$ cat src/hdl/hmap_pkg.sv
// Shared types and constants for the bounded-way hash map.
package hmap_pkg;

  // Geometry: BUCKETS must be a power of two, the bucket is the low key bits
  localparam int unsigned BUCKETS = 1024;
  localparam int unsigned WAYS    = 4;
  localparam int unsigned KEY_W   = 31;
  localparam int unsigned VAL_W   = 31;
  localparam int unsigned BKT_W   = $clog2(BUCKETS);
  localparam int unsigned WAY_W   = (WAYS > 1) ? $clog2(WAYS) : 1;
  localparam int unsigned SLOT_W  = 1 + KEY_W + VAL_W;
  localparam int unsigned ROW_W   = WAYS * SLOT_W;

  typedef enum logic [1:0] {
    OP_PUT    = 2'd0,
    OP_REMOVE = 2'd1,
    OP_GET    = 2'd2,
    OP_NONE   = 2'd3
  } op_e;

  typedef enum logic [1:0] {
    ST_DONE   = 2'd0,
    ST_ABSENT = 2'd1,
    ST_FULL   = 2'd2
  } status_e;

  typedef struct packed {
    logic [1:0]       opcode;
    logic [KEY_W-1:0] key;
    logic [VAL_W-1:0] value;
  } req_t;

  typedef struct packed {
    logic [1:0]       status;
    logic [VAL_W-1:0] read_value;
  } rsp_t;

  typedef struct packed {
    logic             used;
    logic [KEY_W-1:0] key;
    logic [VAL_W-1:0] value;
  } slot_t;

  typedef slot_t [WAYS-1:0] row_t;

  // Outcome of one bucket lookup/update
  typedef struct packed {
    logic wr_en;
    row_t wr_row;
    rsp_t rsp;
  } bkt_res_t;

endpackage

$ cat src/hdl/hmap_bucket.sv
// Compares all ways of one bucket row with the key and builds the updated row.
module hmap_bucket (
  input  hmap_pkg::req_t     req_i,
  input  hmap_pkg::row_t     row_i,
  output hmap_pkg::bkt_res_t res_o
);

  logic [hmap_pkg::WAYS-1:0]  hit_vec;
  logic [hmap_pkg::WAYS-1:0]  free_vec;
  logic [hmap_pkg::WAY_W-1:0] hit_idx;
  logic [hmap_pkg::WAY_W-1:0] free_idx;

  // Parallel compare, lowest-numbered way wins
  always_comb begin
    hit_idx  = '0;
    free_idx = '0;
    for (int w = 0; w < int'(hmap_pkg::WAYS); w++) begin
      hit_vec[w]  = row_i[w].used && (row_i[w].key == req_i.key);
      free_vec[w] = !row_i[w].used;
    end
    for (int w = int'(hmap_pkg::WAYS) - 1; w >= 0; w--) begin
      if (hit_vec[w]) begin
        hit_idx = hmap_pkg::WAY_W'(w);
      end
      if (free_vec[w]) begin
        free_idx = hmap_pkg::WAY_W'(w);
      end
    end
  end

  // Row update and response
  always_comb begin
    res_o.wr_en          = 1'b0;
    res_o.wr_row         = row_i;
    res_o.rsp.status     = hmap_pkg::ST_DONE;
    res_o.rsp.read_value = '0;
    case (hmap_pkg::op_e'(req_i.opcode))
      hmap_pkg::OP_PUT: begin
        if (|hit_vec) begin
          res_o.wr_en                  = 1'b1;
          res_o.wr_row[hit_idx].value  = req_i.value;
        end else if (|free_vec) begin
          res_o.wr_en                  = 1'b1;
          res_o.wr_row[free_idx].used  = 1'b1;
          res_o.wr_row[free_idx].key   = req_i.key;
          res_o.wr_row[free_idx].value = req_i.value;
        end else begin
          res_o.rsp.status = hmap_pkg::ST_FULL;
        end
      end
      hmap_pkg::OP_REMOVE: begin
        if (|hit_vec) begin
          res_o.wr_en                = 1'b1;
          res_o.wr_row[hit_idx].used = 1'b0;
        end else begin
          res_o.rsp.status = hmap_pkg::ST_ABSENT;
        end
      end
      hmap_pkg::OP_GET: begin
        if (|hit_vec) begin
          res_o.rsp.read_value = row_i[hit_idx].value;
        end else begin
          res_o.rsp.status = hmap_pkg::ST_ABSENT;
        end
      end
      default: begin
        // unused opcode: no change, done, zero value
      end
    endcase
  end

endmodule

$ cat config.mk
export PLATFORM = sky130hd
export DESIGN_NAME = hmap_bucket
export DESIGN_NICKNAME = d
export VERILOG_FILES = /design/src/hdl/hmap_pkg.sv /design/src/hdl/hmap_bucket.sv
export SDC_FILE = /design/constraint.sdc
export NUM_CORES = 1
export LEC_CHECK = 0
export BUFFER_PORTS_ARGS = -buffer_cell sky130_fd_sc_hd__buf_2
export CAP_MARGIN = 20
export CORE_AREA = 2 2 233 235
export DETAILED_ROUTE_END_ITERATION = 8
export DIE_AREA = 0 0 235 237
export PLACE_DENSITY = 0.32
export SLEW_MARGIN = 10
export SYNTH_ARGS = -nofsm -noshare
export SYNTH_HDL_FRONTEND = slang
export SYNTH_SLANG_ARGS = --single-unit
$ cat constraint.sdc
create_clock -name vclk -period 3.9
set_input_delay 0.585 -clock vclk [all_inputs]
set_output_delay 0.585 -clock vclk [all_outputs]
set_load 0.05 [all_outputs]
==> metrics, run 1 <==
Nets=~1700; post-DP HPWL=between 40 and 50 mm; post-synthesis area per instance=between 7 and 8 sq um; RSZ-0062 raised after global routing=yes; maximum clock frequency=262 MHz; critical path's slowest cell=or3_4; Top cell by count, worst path=buf_2; Worst Tran Pin Value=about 0.83 ns; Cell Area, Synth=around 5600 sq um; Die Y=237 um; Hold Path End=res_o[61]; I/O Buffers=602; Area contributors post-synth=a22o_1, xnor2_1, xor2_1, buf_6, nor2_1; Hold Path Depth=3; CLK BUF=0; syn nets=about 1100; top-count cell post-synth=a22o_1; initial antenna violation count=34; cell type with the largest total area after synthesis=a22o_1; count of flip-flops and latches=0; worst hold start=row_i[28]; outcome=finished, final reports clean; setup TNS=0 ns; max-cap viol count=0; Fillers=between 6000 and 7000; Core ar.=around 53000 sq um; Die W=235 um; IO Count=602; critical path type=primary input to primary output; pwr dens=~160 nW/um^2; Worst Setup End Kind=primary output; DRT Pass-1 Iters=4; Final ANT Viol Nets=0; post-synth cell types=43; largest net degree at the start of global routing=32; P_leak=around 0.0056 uW; max-slew violations=0; vias in the first global route=slightly below 10000; Post-synth top cells=a22o_1, xnor2_1, nor2_1; CP peak stage delay=0.42 ns; Via-to-Cell Ratio=~4.6; GRT Residual Overflow=0; area delta synth->final=109%; CP Launch Type=primary input; Tot GR Track Use=0.196; WL final=59.9 mm; DRC Markers=0; gate count of the mapped netlist=about 750; CP cell instances=buf_2, xor2_1, nor4_2, buf_4, nand4_2, or3_4, buf_12, o31ai_2, nand2_2, clkbuf_16, a22o_1, buf_2; GPL Wtd Cong=0.900; Req. time, crit path=around 3.3 ns; placed insts=~2100; share of the yosys chip area belonging to registers=0; worst IR drop on VDD=between 0.07 and 0.08 mV; Tmin final=3.81 ns; first-pass GRT wire length=79.0 mm; hold slack=approximately 1.6 ns; post-route clock period utilization=0.977; die area=55700 sq um; non-filler cells, final=between 2000 and 2500; Synth Warn #=0; area share of the largest cell type after synthesis=0.386; via count=9582; initial core utilization=0.106; 1st-iter DRT viols=roughly 420; critical path arrival=roughly 3.2 ns; Final Hold Viols=0; WL/cell=about 28 um; post-layout util=0.221; layout cells sized above 1=0.591; crit path max fanout=21; endpoints failing setup=0; FF/Latch Area=0 sq um; Hold WC Path Type=primary input to primary output; relative slew slack=0.444; Site Rows=85
[layout by cell type (no fill, tap or decap), types with 7 or more instances in the layout]
cell type and count:
diode_2 19, clkbuf_4 30, nor2_1 66, xnor2_1 74
buf_12 59, nand4_1 24, xor2_1 48, o211ai_1 32
nor3_2 33, nand2_1 7, buf_4 165, a22o_1 242
buf_6 46, or3_1 31, nor4_1 13, buf_2 435
[repair_timing]
action	4_1_cts	5_1_grt
gates resized for setup	118	125
setup endpoints to repair	279	191
gates cloned	1	7
pin swaps	9	19
setup buffers	2	4
hold buffers	0	0
[cell type report]
cell class	count	area, sq um	share of cell area
inverters	4	15.0	0.00128
repair buffers	745	5560	0.473
diodes	19	47.5	0.00404
well taps	696	871	0.0740
multi-input cells	641	5270	0.448
[layer usage]
layer / routed length, um / global-route usage / vias to the layer above
met3: 3660 / 0.0344 / 107
met4: 2690 / 0.0859 / 4
met2: 32400 / 0.382 / 583
li1: - / - / 4234
met5: 16 / 0 / -
met1: 21100 / 0.203 / 4654
[power by group]
| group | switching [uW] | internal [uW] | leakage, uW | total [uW] |
|---|---|---|---|---|
| Combinational | 1200 | 676 | 0.00556 | 1880 |
| Clock | 0 | 0.000629 | 0.000000123 | 0.000629 |
| Sequential | 0 | 0 | 0 | 0 |
| Total | 1200 | 676 | 0.00556 | 1880 |
[cell families (layout without fill, tap and decap cells)]
group / count (synthesis) / in the layout / share of synthesized area
other: 0 / 19 / 0
XOR/XNOR: 125 / 125 / 0.197
buffers and inverters: 110 / 749 / 0.135
AO/OA/AOI/OAI: 296 / 296 / 0.448
adder cells (fa/ha/maj): 4 / 4 / 0.00889
AND/OR/NAND/NOR: 216 / 216 / 0.210
[through the flow]
stage | power, uW | instance area [sq um] | setup slack, ns
2_1_floorplan | 1040 | 5780 | 0.132
3_3_place_gp | 1770 | 10700 | -0.428
3_5_place_dp | 1770 | 10700 | -0.435
4_1_cts | 1840 | 11200 | -0.0155
5_1_grt | 1950 | 11800 | -0.0284
6_report | 1880 | 11800 | 0.0892
[worst max-delay path by stage]
stage	endpoint	cells past startpoint	startpoint	slack, ns
final	res_o[110]	12	req_i[46]	0.09
after global routing	res_o[101]	13	req_i[58]	-0.03
after CTS	res_o[108]	14	req_i[35]	-0.02
after detailed placement	res_o[108]	13	req_i[35]	-0.44
after global placement	res_o[214]	12	req_i[35]	-0.43
after floorplan	res_o[30]	10	req_i[32]	0.13
[critical path, delay by kind of cell]
family / cells / cell delay (ns)
xor+xnor: 1 / 0.20
buf+inv: 5 / 1.01
compound gates: 2 / 0.32
simple gates: 4 / 1.08
Note: power is estimated with default switching activity, not from simulation.
==> inputs of run 2 (changes only) <==
- CELL_PAD_IN_SITES_DETAIL_PLACEMENT: not set -> 0
- CELL_PAD_IN_SITES_GLOBAL_PLACEMENT: not set -> 2
- CORE_AREA: 2 2 233 235 -> 2 2 234 236
- DIE_AREA: 0 0 235 237 -> 0 0 236 238
- PLACE_DENSITY: 0.32 -> 0.56
==> metrics, run 2 (same netlist as run 1, synthesis figures left out) <==
Req. time, crit path=approximately 3.3 ns; Worst Tran Pin Value=~0.64 ns; CP Launch Type=primary input; pwr dens=156 nW/um^2; Fillers=between 6000 and 7000; post-route clock period utilization=0.979; non-filler cells, final=between 2000 and 2500; Buf+Inv Stages, Crit Path=6; largest net degree at the start of global routing=32; Worst Setup End Kind=primary output; Via-to-Cell Ratio=4.56; CP peak stage delay=roughly 0.4 ns; GPL Wtd Cong=0.928; FF/Latch Area=0 sq um; Hold Path End=res_o[188]; setup ws final=0.0821 ns; layout cells sized above 1=0.587; CLK BUF=0; IO Count=602; worst IR drop on VDD=about 0.073 mV; max-slew violations=0; max-cap viol count=0; initial core utilization=0.105; setup TNS=0 ns; WL final=60.8 mm; most frequent cells in the layout=buf_2, a22o_1, buf_4; Hold Path Depth=3; placed inst area=approximately 11000 sq um; RSZ-0062 raised after global routing=yes; Top cell by count, worst path=buf_4; critical path's slowest cell=or3_4; commonest non-fill, non-tap cell in the layout=buf_2; area delta synth->final=111%; via count=approximately 9500; Tmin final=about 3.8 ns; Tot GR Track Use=0.199; number of hold buffers added after CTS=0; Nets=between 1500 and 2000; CP cell instances=buf_4, xor2_1, nor4_2, buf_4, nand4_1, buf_4, or3_4, buf_12, buf_4, or3_1, o211ai_1, nor3_2, clkbuf_4; first-pass GRT wire length=around 80 mm; maximum clock frequency=roughly 260 MHz; Final ANT Viol Nets=0; crit path max fanout=8; vias in the first global route=9731; pre-CTS WS=-0.182 ns; DRC Markers=0; Final Hold Viols=0; relative slew slack=0.571; critical path arrival=3.23 ns; P_leak=about 0.0055 uW; critical path's top delay family=simple AND/OR/NAND/NOR gates; Die W=between 200 and 250 um; WL/cell=around 29 um; outcome=finished, final reports clean; placed insts=2063; 1st-iter DRT viols=approximately 480; Die Y=about 240 um; worst hold start=row_i[155]; Site Rows=85; DRT Pass-1 Iters=5; I/O Buffers=602; GRT Residual Overflow=0; endpoints failing setup=0; post-layout util=0.222; critical path type=primary input to primary output; initial antenna violation count=32; Hold WC Path Type=primary input to primary output; post-DP HPWL=approximately 51 mm; fin area=roughly 12000 sq um; die area=around 56000 sq um; count of flip-flops and latches=0; Core ar.=53500 sq um
[run 2: per-stage QoR]
stage / hold WS (ns) / total power (uW)
6_report: 1.58 / 1850
5_1_grt: 1.59 / 1910
4_1_cts: 1.58 / 1840
3_5_place_dp: 1.58 / 1820
3_3_place_gp: 1.58 / 1830
2_1_floorplan: 1.41 / 1040
[run 2: cell type report]
class                           count  area [sq um]  share of cell area
Timing Repair Buffer              734          5710               0.481
Multi-Input combinational cell    641          5230               0.441
Tap cell                          696           871              0.0734
Antenna cell                       16          40.0             0.00337
Inverter                            4          15.0             0.00127
[run 2: layer usage]
| layer | GRT usage | vias to the layer above | wire [um] |
|---|---|---|---|
| li1 | - | 4218 | - |
| met3 | 0.0369 | 100 | 3930 |
| met2 | 0.387 | 567 | 32600 |
| met4 | 0.0743 | 2 | 2480 |
| met5 | 0 | - | 7 |
| met1 | 0.211 | 4650 | 21800 |
[run 2: where the power goes]
group          switching (uW)  internal [uW]  total [uW]
logic                    1200            647        1850
registers                   0              0           0
clock network               0       0.000555    0.000555
[run 2: worst max path at each step]
stage	start	to	slack, ns	cells past startpoint
global route	req_i[38]	res_o[25]	-0.03	14
floorplan	req_i[32]	res_o[30]	0.13	10
finish	req_i[35]	res_o[21]	0.08	13
global placement	req_i[49]	res_o[30]	-0.25	14
CTS	req_i[49]	res_o[16]	-0.02	14
detailed placement	req_i[35]	res_o[30]	-0.18	14
[run 2: repair_timing]
item / 4_1_cts / 5_1_grt
resized for setup: 37 / 85
cloned: 1 / 3
setup buffers: 1 / 10
pin swaps: 7 / 16
endpoints found under the setup margin: 136 / 149
